### config.mk
export PLATFORM = sky130hd
export DESIGN_NAME = thermal_dvfs_governor
export DESIGN_NICKNAME = d
export VERILOG_FILES = /design/src/sv/tdg_pkg.sv /design/src/sv/tdg_cfg_regs.sv /design/src/sv/tdg_step.sv /design/src/sv/thermal_dvfs_governor.sv
export SDC_FILE = /design/constraint.sdc
export NUM_CORES = 1
export LEC_CHECK = 0
export BUFFER_PORTS_ARGS = -buffer_cell sky130_fd_sc_hd__clkbuf_2
export CAP_MARGIN = 20
export CORE_AREA = 2 2 164 166
export DETAILED_ROUTE_END_ITERATION = 8
export DIE_AREA = 0 0 166 168
export PLACE_DENSITY = 0.87
export SLEW_MARGIN = 20
export SYNTH_ARGS = -nofsm -noshare
export SYNTH_HDL_FRONTEND = slang
export SYNTH_SLANG_ARGS = --single-unit
### constraint.sdc
create_clock -name clk -period 7.5 [get_ports clk]
set_clock_uncertainty 0.05 [all_clocks]
set_input_delay 1.125 -clock clk [delete_from_list [all_inputs] [get_ports clk]]
set_output_delay 1.125 -clock clk [all_outputs]
set_load 0.005 [all_outputs]
### src/sv/tdg_pkg.sv
// ----------------------------------------------------------------------------
// tdg_pkg: shared types and constants for the thermal clock governor
// Request, result, configuration and state records, plus the frequency,
// request, profile and display-command codes.
// ----------------------------------------------------------------------------
package tdg_pkg;

  localparam int TsW   = 32;
  localparam int TempW = 12;
  localparam int FreqW = 8;
  localparam int PerW  = 16;
  localparam int CfgIdxW  = 3;
  localparam int CfgDataW = 32;

  localparam logic [FreqW-1:0] FREQ_HIGH = 8'd240;
  localparam logic [FreqW-1:0] FREQ_MID  = 8'd160;
  localparam logic [FreqW-1:0] FREQ_LOW  = 8'd80;

  typedef enum logic [1:0] {
    REQ_TICK     = 2'd0,
    REQ_ACTIVITY = 2'd1,
    REQ_PROFILE  = 2'd2,
    REQ_UNUSED   = 2'd3
  } req_type_t;

  localparam logic [1:0] PROF_AUTO     = 2'd0;
  localparam logic [1:0] PROF_PERF     = 2'd1;
  localparam logic [1:0] PROF_BALANCED = 2'd2;
  localparam logic [1:0] PROF_ECO      = 2'd3;

  localparam logic [1:0] CMD_NONE      = 2'd0;
  localparam logic [1:0] CMD_SLEEP_IN  = 2'd1;
  localparam logic [1:0] CMD_SLEEP_OUT = 2'd2;

  localparam logic [CfgIdxW-1:0] REG_SLEEP_TIMEOUT = 3'd0;
  localparam logic [CfgIdxW-1:0] REG_THERMAL_PER   = 3'd1;
  localparam logic [CfgIdxW-1:0] REG_TEMP_CRIT     = 3'd2;
  localparam logic [CfgIdxW-1:0] REG_TEMP_THROT    = 3'd3;
  localparam logic [CfgIdxW-1:0] REG_TEMP_RECOV    = 3'd4;

  localparam logic [TsW-1:0]          RST_SLEEP_TIMEOUT = 32'd0;
  localparam logic [PerW-1:0]         RST_THERMAL_PER   = 16'd1000;
  localparam logic signed [TempW-1:0] RST_TEMP_CRIT     = 12'sd1312;
  localparam logic signed [TempW-1:0] RST_TEMP_THROT    = 12'sd1200;
  localparam logic signed [TempW-1:0] RST_TEMP_RECOV    = 12'sd1088;

  typedef struct packed {
    logic [1:0]              req_type;
    logic [TsW-1:0]          now_ms;
    logic signed [TempW-1:0] temperature;
    logic                    is_recording;
    logic                    is_streaming;
    logic                    is_high_load;
    logic [1:0]              new_profile;
  } in_req_t;

  typedef struct packed {
    logic [FreqW-1:0]        freq_mhz;
    logic [FreqW-1:0]        target_mhz;
    logic                    throttled;
    logic                    display_asleep;
    logic [1:0]              display_cmd;
    logic                    freq_changed;
    logic signed [TempW-1:0] temp_latched;
  } out_rsp_t;

  typedef struct packed {
    logic [TsW-1:0]          sleep_timeout_ms;
    logic [PerW-1:0]         thermal_period_ms;
    logic signed [TempW-1:0] temp_critical;
    logic signed [TempW-1:0] temp_throttle;
    logic signed [TempW-1:0] temp_recovery;
  } tdg_cfg_t;

  typedef struct packed {
    logic [FreqW-1:0]        cur_freq;
    logic [FreqW-1:0]        target_freq;
    logic [1:0]              profile_mode;
    logic                    throttle_flag;
    logic                    display_sleep_flag;
    logic [TsW-1:0]          last_check_ms;
    logic [TsW-1:0]          last_activity_ms;
    logic signed [TempW-1:0] latched_temp;
  } gov_state_t;

  // Target frequency selected by a profile; auto starts high.
  function automatic logic [FreqW-1:0] profile_target(input logic [1:0] prof);
    logic [FreqW-1:0] f;
    case (prof)
      PROF_PERF:     f = FREQ_HIGH;
      PROF_BALANCED: f = FREQ_MID;
      PROF_ECO:      f = FREQ_LOW;
      default:       f = FREQ_HIGH;
    endcase
    return f;
  endfunction

endpackage

### src/sv/tdg_cfg_regs.sv
// ----------------------------------------------------------------------------
// tdg_cfg_regs: governor configuration registers
// Sleep timeout, thermal period and the three temperature thresholds,
// written through the configuration channel.
// ----------------------------------------------------------------------------
module tdg_cfg_regs (
  input  logic                          clk,
  input  logic                          rst_n,
  input  logic                          wr_en,
  input  logic [tdg_pkg::CfgIdxW-1:0]   wr_idx,
  input  logic [tdg_pkg::CfgDataW-1:0]  wr_data,
  output tdg_pkg::tdg_cfg_t             cfg
);
  import tdg_pkg::*;

  tdg_cfg_t cfg_r;

  always_ff @(posedge clk) begin
    if (!rst_n) begin
      cfg_r.sleep_timeout_ms  <= RST_SLEEP_TIMEOUT;
      cfg_r.thermal_period_ms <= RST_THERMAL_PER;
      cfg_r.temp_critical     <= RST_TEMP_CRIT;
      cfg_r.temp_throttle     <= RST_TEMP_THROT;
      cfg_r.temp_recovery     <= RST_TEMP_RECOV;
    end else if (wr_en) begin
      case (wr_idx)
        REG_SLEEP_TIMEOUT: cfg_r.sleep_timeout_ms  <= wr_data[TsW-1:0];
        REG_THERMAL_PER:   cfg_r.thermal_period_ms <= wr_data[PerW-1:0];
        REG_TEMP_CRIT:     cfg_r.temp_critical     <= $signed(wr_data[TempW-1:0]);
        REG_TEMP_THROT:    cfg_r.temp_throttle     <= $signed(wr_data[TempW-1:0]);
        REG_TEMP_RECOV:    cfg_r.temp_recovery     <= $signed(wr_data[TempW-1:0]);
        default: ;  // unmapped index: drop
      endcase
    end
  end

  assign cfg = cfg_r;

endmodule

### src/sv/tdg_step.sv
// ----------------------------------------------------------------------------
// tdg_step: governor next-state and result logic
// Evaluates one request against the current state and configuration:
// thermal check, auto retarget, idle sleep, activity wake, profile change.
// ----------------------------------------------------------------------------
module tdg_step (
  input  tdg_pkg::in_req_t    req,
  input  tdg_pkg::gov_state_t st,
  input  tdg_pkg::tdg_cfg_t   cfg,
  output tdg_pkg::gov_state_t st_nxt,
  output tdg_pkg::out_rsp_t   rsp
);
  import tdg_pkg::*;

  logic [TsW-1:0]   check_elapsed;
  logic [TsW-1:0]   idle_elapsed;
  logic             check_due;
  logic             idle_due;
  logic [FreqW-1:0] want_freq;
  logic             changed;
  logic [1:0]       cmd;

  assign check_elapsed = req.now_ms - st.last_check_ms;
  assign idle_elapsed  = req.now_ms - st.last_activity_ms;
  assign check_due     = check_elapsed >= {{(TsW-PerW){1'b0}}, cfg.thermal_period_ms};
  assign idle_due      = idle_elapsed >= cfg.sleep_timeout_ms;
  assign want_freq     = (req.is_recording || req.is_streaming || req.is_high_load)
                         ? FREQ_HIGH : FREQ_MID;

  always_comb begin
    st_nxt  = st;
    changed = 1'b0;
    cmd     = CMD_NONE;
    case (req_type_t'(req.req_type))
      REQ_TICK: begin
        if (check_due) begin
          st_nxt.last_check_ms = req.now_ms;
          st_nxt.latched_temp  = req.temperature;
          if (req.temperature >= cfg.temp_critical) begin
            if (!st.throttle_flag || st.cur_freq > FREQ_LOW) begin
              st_nxt.throttle_flag = 1'b1;
              st_nxt.cur_freq      = FREQ_LOW;
              changed              = 1'b1;
            end
          end else if (req.temperature >= cfg.temp_throttle) begin
            if (!st.throttle_flag || st.cur_freq > FREQ_MID) begin
              st_nxt.throttle_flag = 1'b1;
              st_nxt.cur_freq      = FREQ_MID;
              changed              = 1'b1;
            end
          end else if (st.throttle_flag && req.temperature <= cfg.temp_recovery) begin
            st_nxt.throttle_flag = 1'b0;
            st_nxt.cur_freq      = st.target_freq;
            changed              = 1'b1;
          end
          // auto profile follows the load flags while unthrottled
          if (st.profile_mode == PROF_AUTO && !st_nxt.throttle_flag &&
              want_freq != st.target_freq) begin
            st_nxt.target_freq = want_freq;
            st_nxt.cur_freq    = want_freq;
            changed            = 1'b1;
          end
        end
        if (cfg.sleep_timeout_ms != '0 && !st.display_sleep_flag &&
            !req.is_recording && !req.is_streaming && idle_due) begin
          st_nxt.display_sleep_flag = 1'b1;
          cmd                       = CMD_SLEEP_IN;
          if (!st_nxt.throttle_flag) begin
            st_nxt.cur_freq = FREQ_LOW;
            changed         = 1'b1;
          end
        end
      end
      REQ_ACTIVITY: begin
        st_nxt.last_activity_ms = req.now_ms;
        if (st.display_sleep_flag) begin
          st_nxt.display_sleep_flag = 1'b0;
          cmd                       = CMD_SLEEP_OUT;
        end
      end
      REQ_PROFILE: begin
        st_nxt.profile_mode  = req.new_profile;
        st_nxt.throttle_flag = 1'b0;
        st_nxt.target_freq   = profile_target(req.new_profile);
        st_nxt.cur_freq      = profile_target(req.new_profile);
        changed              = 1'b1;
      end
      default: ;  // unused request: report state unchanged
    endcase
  end

  assign rsp.freq_mhz       = st_nxt.cur_freq;
  assign rsp.target_mhz     = st_nxt.target_freq;
  assign rsp.throttled      = st_nxt.throttle_flag;
  assign rsp.display_asleep = st_nxt.display_sleep_flag;
  assign rsp.display_cmd    = cmd;
  assign rsp.freq_changed   = changed;
  assign rsp.temp_latched   = st_nxt.latched_temp;

endmodule

### src/sv/thermal_dvfs_governor.sv
// ----------------------------------------------------------------------------
// thermal_dvfs_governor: thermal and activity clock-frequency governor
//
//   Channel | Ports                          | Direction | Payload
//   --------+--------------------------------+-----------+------------------
//   in      | in_valid, in_ready, in_data    | to block  | in_req_t
//   out     | out_valid, out_ready, out_data | from block| out_rsp_t
//   cfg     | cfg_valid, cfg_ready, cfg_index, cfg_data | to block | index, data
//
// One request per cycle sustained while out_ready stays high. An accepted
// request is held in the input register, evaluated against the governor
// state and its result registered in the result register; state updates
// with that result, so the next request sees it. Synchronous active-low reset
// clears state and both stage valids. An output stall holds the result and,
// once the input register is also full, drops in_ready. cfg_ready is always high.
// ----------------------------------------------------------------------------
module thermal_dvfs_governor (
  input  logic                          clk,
  input  logic                          rst_n,
  input  logic                          in_valid,
  output logic                          in_ready,
  input  tdg_pkg::in_req_t              in_data,
  output logic                          out_valid,
  input  logic                          out_ready,
  output tdg_pkg::out_rsp_t             out_data,
  input  logic                          cfg_valid,
  output logic                          cfg_ready,
  input  logic [tdg_pkg::CfgIdxW-1:0]   cfg_index,
  input  logic [tdg_pkg::CfgDataW-1:0]  cfg_data
);
  import tdg_pkg::*;

  tdg_cfg_t   cfg;
  in_req_t    req_r;
  logic       req_vld_r;
  out_rsp_t   rsp_r;
  out_rsp_t   rsp_nxt;
  logic       rsp_vld_r;
  gov_state_t st_r;
  gov_state_t st_nxt;
  logic       advance;

  assign cfg_ready = 1'b1;

  tdg_cfg_regs u_cfg (
    .clk     (clk),
    .rst_n   (rst_n),
    .wr_en   (cfg_valid && cfg_ready),
    .wr_idx  (cfg_index),
    .wr_data (cfg_data),
    .cfg     (cfg)
  );

  tdg_step u_step (
    .req    (req_r),
    .st     (st_r),
    .cfg    (cfg),
    .st_nxt (st_nxt),
    .rsp    (rsp_nxt)
  );

  // move the held request into the result register when it has room
  assign advance  = req_vld_r && (!rsp_vld_r || out_ready);
  assign in_ready = !req_vld_r || advance;

  always_ff @(posedge clk) begin
    if (!rst_n) begin
      req_vld_r <= 1'b0;
    end else if (in_ready) begin
      req_vld_r <= in_valid;
    end
  end

  always_ff @(posedge clk) begin
    if (in_valid && in_ready) begin
      req_r <= in_data;
    end
  end

  always_ff @(posedge clk) begin
    if (!rst_n) begin
      rsp_vld_r <= 1'b0;
    end else if (advance) begin
      rsp_vld_r <= 1'b1;
    end else if (out_ready) begin
      rsp_vld_r <= 1'b0;
    end
  end

  always_ff @(posedge clk) begin
    if (advance) begin
      rsp_r <= rsp_nxt;
    end
  end

  always_ff @(posedge clk) begin
    if (!rst_n) begin
      st_r.cur_freq           <= FREQ_HIGH;
      st_r.target_freq        <= FREQ_HIGH;
      st_r.profile_mode       <= PROF_AUTO;
      st_r.throttle_flag      <= 1'b0;
      st_r.display_sleep_flag <= 1'b0;
      st_r.last_check_ms      <= '0;
      st_r.last_activity_ms   <= '0;
      st_r.latched_temp       <= '0;
    end else if (advance) begin
      st_r <= st_nxt;
    end
  end

  assign out_valid = rsp_vld_r;
  assign out_data  = rsp_r;

  a_throttle_not_high: assert property (@(posedge clk) disable iff (!rst_n)
    st_r.throttle_flag |-> (st_r.cur_freq != FREQ_HIGH))
    else $error("throttled at full frequency");

  a_sleep_in_sets_flag: assert property (@(posedge clk) disable iff (!rst_n)
    (out_valid && out_data.display_cmd == CMD_SLEEP_IN) |-> out_data.display_asleep)
    else $error("sleep-in command without display asleep");

  a_sleep_out_clears_flag: assert property (@(posedge clk) disable iff (!rst_n)
    (out_valid && out_data.display_cmd == CMD_SLEEP_OUT) |-> !out_data.display_asleep)
    else $error("sleep-out command with display still asleep");

  a_stall_only_when_full: assert property (@(posedge clk) disable iff (!rst_n)
    !in_ready |-> (req_vld_r && rsp_vld_r && !out_ready))
    else $error("input stalled while a stage has room");

endmodule

== After elaboration in Yosys (flattened, before gate mapping) ==
Cells that the tools add are included.

* Flip-flop bits (word level): 266
* Bits of input ports: 91
* Output and inout bits: 36
* Logic and storage cells: 123

* $add $sub $neg: 2
* Order comparisons: 7
* Equality and inequality tests: 9
* Multiplexer cells: 41
* Reductions and logical operators: 35

{| class="wikitable"
|+ Operators by type and width
! operator !! count
|-
| $sub 32x32->32 || 2
|-
| $mux 8 || 7
|-
| $ge 32x16->1 || 1
|-
| $ge 32x32->1 || 1
|-
| $mux 16 || 2
|-
| $pmux 16 s2 || 1
|-
| $reduce_bool 32->1 || 1
|-
| $ge 12x12->1 || 2
|-
| $mux 12 || 2
|-
| $mux 1 || 22
|-
| $pmux 8 s2 || 1
|-
| $reduce_and 2->1 || 7
|-
| $le 12x12->1 || 1
|-
| $logic_and 1x1->1 || 9
|-
| $gt 8x7->1 const B || 1
|-
| $gt 8x8->1 const B || 1
|-
| $ne 8x8->1 || 1
|-
| $logic_not 1->1 || 7
|-
| $mux 7 || 1
|-
| $eq 2x2->1 const B || 3
|-
| $eq 3x2->1 const B || 2
|-
| $logic_or 1x1->1 || 6
|-
| $pmux 1 s2 || 3
|-
| $logic_not 2->1 || 2
|-
| other kinds (8) || 8
|}

== Depth between registers and ports, before layout ==
* Depth after elaboration: 15
* Gate-level depth with buffers: 26
* Mapped depth without buffers: 26

== Cells and area by module ==
A second synthesis with hierarchy kept.

* Cell total of the unflattened synthesis: 1,922
* Area total of the unflattened synthesis: 17,097.6 µm²

{| class="wikitable"
|+ Modules (own cells, without submodules)
! module !! times used !! cells each !! area each (µm²) !! sequential area each (µm²)
|-
| tdg_step || 1 || 1,090 || 7,432.1 || 0.0
|-
| thermal_dvfs_governor || 1 || 513 || 6,417.4 || 4,484.3
|-
| tdg_cfg_regs || 1 || 319 || 3,248.1 || 1,681.6
|}

== Worst setup path after synthesis ==
No wires, ideal clock.

* Path kind: reg2reg
* Start point: register req_r[18] (netlist name)
* End point: register rsp_r, in the netlist out_data[12] (data pin)
* Library setup time: 0.253 ns
* Data arrival time: 4.925 ns
* Required time: 7.197 ns
* Path slack: 2.272 ns
* Stages on the path, launching flop included: 25
* Path buffers: 0
* Clock period less this slack: 5.228 ns
* Path through: edfxtp_1 ha_1 nor2b_1 o21ai_0 a21boi_0 or4_1 a41o_1 a41o_1 a41o_1 a21oi_1 o21bai_1 a21oi_1 xnor2_1 ha_1 a21o_1 a21o_1 a211oi_1 o21bai_1 a21o_1 a21oi_1 o22ai_1 and2_1 mux2i_2 a31o_2 inv_1

{| class="wikitable"
|+ RTL lines
! element !! RTL line !! RTL
|-
| from (decl) || thermal_dvfs_governor.sv:34 || <nowiki>in_req_t req_r;</nowiki>
|-
| from (signal assigned) || thermal_dvfs_governor.sv:76 || <nowiki>req_r <= in_data;</nowiki>
|-
| to (signal assigned) || thermal_dvfs_governor.sv:92 || <nowiki>rsp_r <= rsp_nxt;</nowiki>
|-
| to (decl) || thermal_dvfs_governor.sv:36 || <nowiki>out_rsp_t rsp_r;</nowiki>
|}

==> results.md <==
- Number of H-tree levels: 1
- Pin slew with the least headroom to its limit: 1003 ps
- Reported net switching power: 0.9413 mW
- Post-DR vias/cell: 5.857
- Total number of yosys warnings: 0
- Layout Utilization: 0.6555
- Most used cell, CP: a41o_1
- Die footprint: 0.02789 mm2
- Post-synthesis instance area: 0.01550 mm2
- Top cells by count, synth: nand2_1 (298), a21oi_1 (190), dfxtp_1 (182)
- Synthesized instance count: 1,810
- Total Nets Final: 2,145
- Width of the chip: 166 um
- Critical path class: reg -> reg
- Post-placement cell count: 2,217
- Clock sink count: 266
- Kind of path behind the tightest hold check: reg -> reg
- Outcome: finished, final reports clean
- Combinational group share of total power: 0.162
- Placed cell area: 0.01634 mm2
- Post-DR wirelength/cell: 16.34 um
- Switching Fraction: 0.2652
- Max frequency: 158.9 MHz
- CP max-delay cell: edfxtp_1
- Pins Over Slew Limit: 0
- Total power density per cell area: 205.5 mW/mm2
- Critical path capture point type: flop
- Most frequent cell after synthesis: nand2_1
- Count of pins on the block boundary: 127
- P&R area growth vs syn: 11.39%
- Total DRC errors in the routed layout: 0
- Launch instance of the worst register-to-register path: req_r[18]$_DFFE_PP_
- Internal power: 2.608 mW
- Fin Setup TNS: 0 ps
- CP Launch Point: req_r[18]$_DFFE_PP_
- Data required time of the critical path: 7740 ps
- Tightest slew margin relative to the limit: 0.3314
- Antenna violation net count after detailed routing: 0
- Placer congestion estimate: 0.9121
- Final count of hold timing violations: 0
- DR pass1 iterations: 5
- Tot Pwr: 3.550 mW
- Port Buffer Count: 125
- Die span in y: 168 um
- Initial antenna violation count: 0
- Arrival time worst endpoint: 6540 ps
- Largest buffer count on any clock path: 3
- Async set-or-reset flop fraction in the synthesized netlist: 0
- Global-route wire length before repair: 60,810 um
- Remaining global-route overflow: 0
- Via count of the first global-routing pass: 12,710
- Later-pin clock latency in the skew report: 550 ps
- Total nets after synthesis: 2,049
- Detailed router's first-iteration violation count: 1,034
- Total of max-cap violations: 0
- Slowest stage delay, CP: 520 ps
- Total Routed Length: 37,060 um
- Count of standard-cell rows: 60
- Largest fanout on the critical path: 6
- CTS tree: done
- Fraction of synthesized cell area taken by the top area cell type: 0.2350
- Biggest area consumer among synthesized cells: dfxtp_1
- Static leakage: 7.089 nW
- HPWL reported at the end of detailed placement: 27,330 um
- Avg Synthesized Cell Area: 8.566 um2
- Final worst path period share: 0.8389
- Top FF cell, synth: dfxtp_1
- Number of buffers inserted to repair setup after CTS: 0
- Total of cells resized after clock tree synthesis: 0
- Number of different library cells in the post-synthesis netlist: 76
- Clock transition time at the flip-flop clock pins of the worst setup and hold paths: 60 ps
- Final setup violation count: 0
- Largest vdd supply drop: 0.0002162 V
- Area taken by flip-flops and latches: 0.006166 mm2
- Core Region: 0.02635 mm2
- Leading cell types by total area after synthesis: dfxtp_1 (23%), edfxtp_1 (16%), ha_1 (12%)
- Register bit total from synthesis: 266
- Root buffer cell: clkbuf_16
- RSZ-0062 raised after global routing: no
- Share of synthesized area occupied by flip-flops and latches: 0.3977
- Initial core utilization: 0.5884
- Ant. Diodes: 0
- Number of inserted filler cells in the final layout: 2,084
- Number of buffers created by CTS: 28
- Via count: 13,280
- Post-layout minimum cycle time: 6292 ps
- Fraction of power consumed by the clock network: 0.392
- Total track usage: 0.2595
- Hold path startpoint: st_r[22]$_SDFFE_PN0P_
- Share of power burned in registers: 0.445
- Proportion of layout cells with a drive suffix above 1: 0.1028
- Number of hold-repair buffers added at the cts stage: 0
- Cells traversed along the worst timing path: ha_1 -> nor2b_1 -> o21ai_0 -> a21boi_0 -> or4_1 -> a41o_1 -> a41o_1 -> a41o_1 -> a21o_1 -> a221oi_2 -> mux2i_1 -> o2111ai_1 -> ha_1 -> o21ai_0 -> o21bai_1 -> a21o_1 -> a21oi_1 -> o22ai_1 -> and2_1 -> mux2i_2 -> and3_1 -> a22o_1
- Largest net degree at the start of global routing: 98
- Non-filler cells in the finished layout: 2,268
- Nature of the critical path startpoint: flop
- EDFF count, synth: 84
- Post-layout instance area: 0.01727 mm2
- Area of the multi-input gates: 0.008396 mm2
## registers in the layout, summed over array words and instances, names as in the netlist
register   cells
out_data      33
out_valid      1
req_r         51
req_vld_r      1
st_r          96
u_cfg.cfg     84
## power by group through the flow
stage / sequential (mW) / clock, mW / combinational, mW
global route: 1.59 / 1.47 / 0.647
CTS: 1.58 / 1.41 / 0.572
finish: 1.58 / 1.39 / 0.577
floorplan: 1.60 / 0 / 0.417
global placement: 1.61 / 0 / 0.547
detailed placement: 1.61 / 0 / 0.567
## kinds of logic (layout without fill, tap and decap cells)
| kind of cell | Yosys count | in the layout | synth area share |
|---|---|---|---|
| compound gates | 448 | 448 | 0.1804 |
| xor+xnor | 48 | 48 | 0.02711 |
| fa+ha+maj | 148 | 148 | 0.1204 |
| buf+inv | 244 | 361 | 0.06173 |
| flops | 266 | 266 | 0.3977 |
| mux | 63 | 63 | 0.04180 |
| other cells | 1 | 1 | 0.0002419 |
| simple gates | 592 | 592 | 0.1706 |
## final timing paths
check             slack [ps]  depth (start not counted)                endpoint
hold / removal           400                          2   st_r[22]$_SDFFE_PN0P_
hold reg to reg          400                          2   st_r[22]$_SDFFE_PN0P_
setup reg to reg        1210                         22  out_data[25]$_DFFE_PP_
setup / recovery        1210                         22  out_data[25]$_DFFE_PP_
## per-stage QoR
step                worst slack (ps)  hold slack, ps
floorplan                       2272           386.3
global placement                1516           391.5
detailed placement              1346           396.9
CTS                             1331           404.7
global route                   780.0           419.0
finish                          1208           402.6
## placed cells by master (no fill, tap or decap), types with 23 or more instances in the layout
master / Yosys / routed
a21o_1: 37 / 37
a21oi_1: 190 / 190
clkbuf_16: 0 / 30
clkbuf_2: 0 / 125
dfxtp_1: 182 / 182
edfxtp_1: 84 / 84
ha_1: 146 / 146
inv_1: 176 / 176
mux2i_1: 51 / 51
nand2_1: 298 / 297
nand3_1: 30 / 29
nand4_1: 23 / 23
nor2_1: 127 / 127
o211ai_1: 27 / 27
o21ai_0: 63 / 63
xnor2_1: 32 / 32
## worst max-delay path: cells and delay by family (launching register included)
kind / cells / cell delay [ps]
AOI/OAI and AO/OA: 14 / 3390
and+or+nand+nor: 4 / 1060
adders and majority gates: 2 / 650
DFF: 1 / 520
muxes: 2 / 380
## metal layers
metal / global-route usage / vias up / routed length, um
met1: 0.3318 / 6197 / 15970
met5: 0 / - / 0
met2: 0.4537 / 478 / 17590
li1: - / 6530 / -
met4: 0.09036 / 0 / 1094
met3: 0.03409 / 79 / 2409
## final cells by class
cell class              instances  area share
flip-flops and latches        266      0.3570
clock inverters                 8    0.005288
inverters                     177     0.03861
clock buffers                  43     0.04861
well taps                     341     0.02470
multi-input cells            1300      0.4861
repair buffers                133     0.03970
No activity file was read; power rests on OpenSTA's default activity.
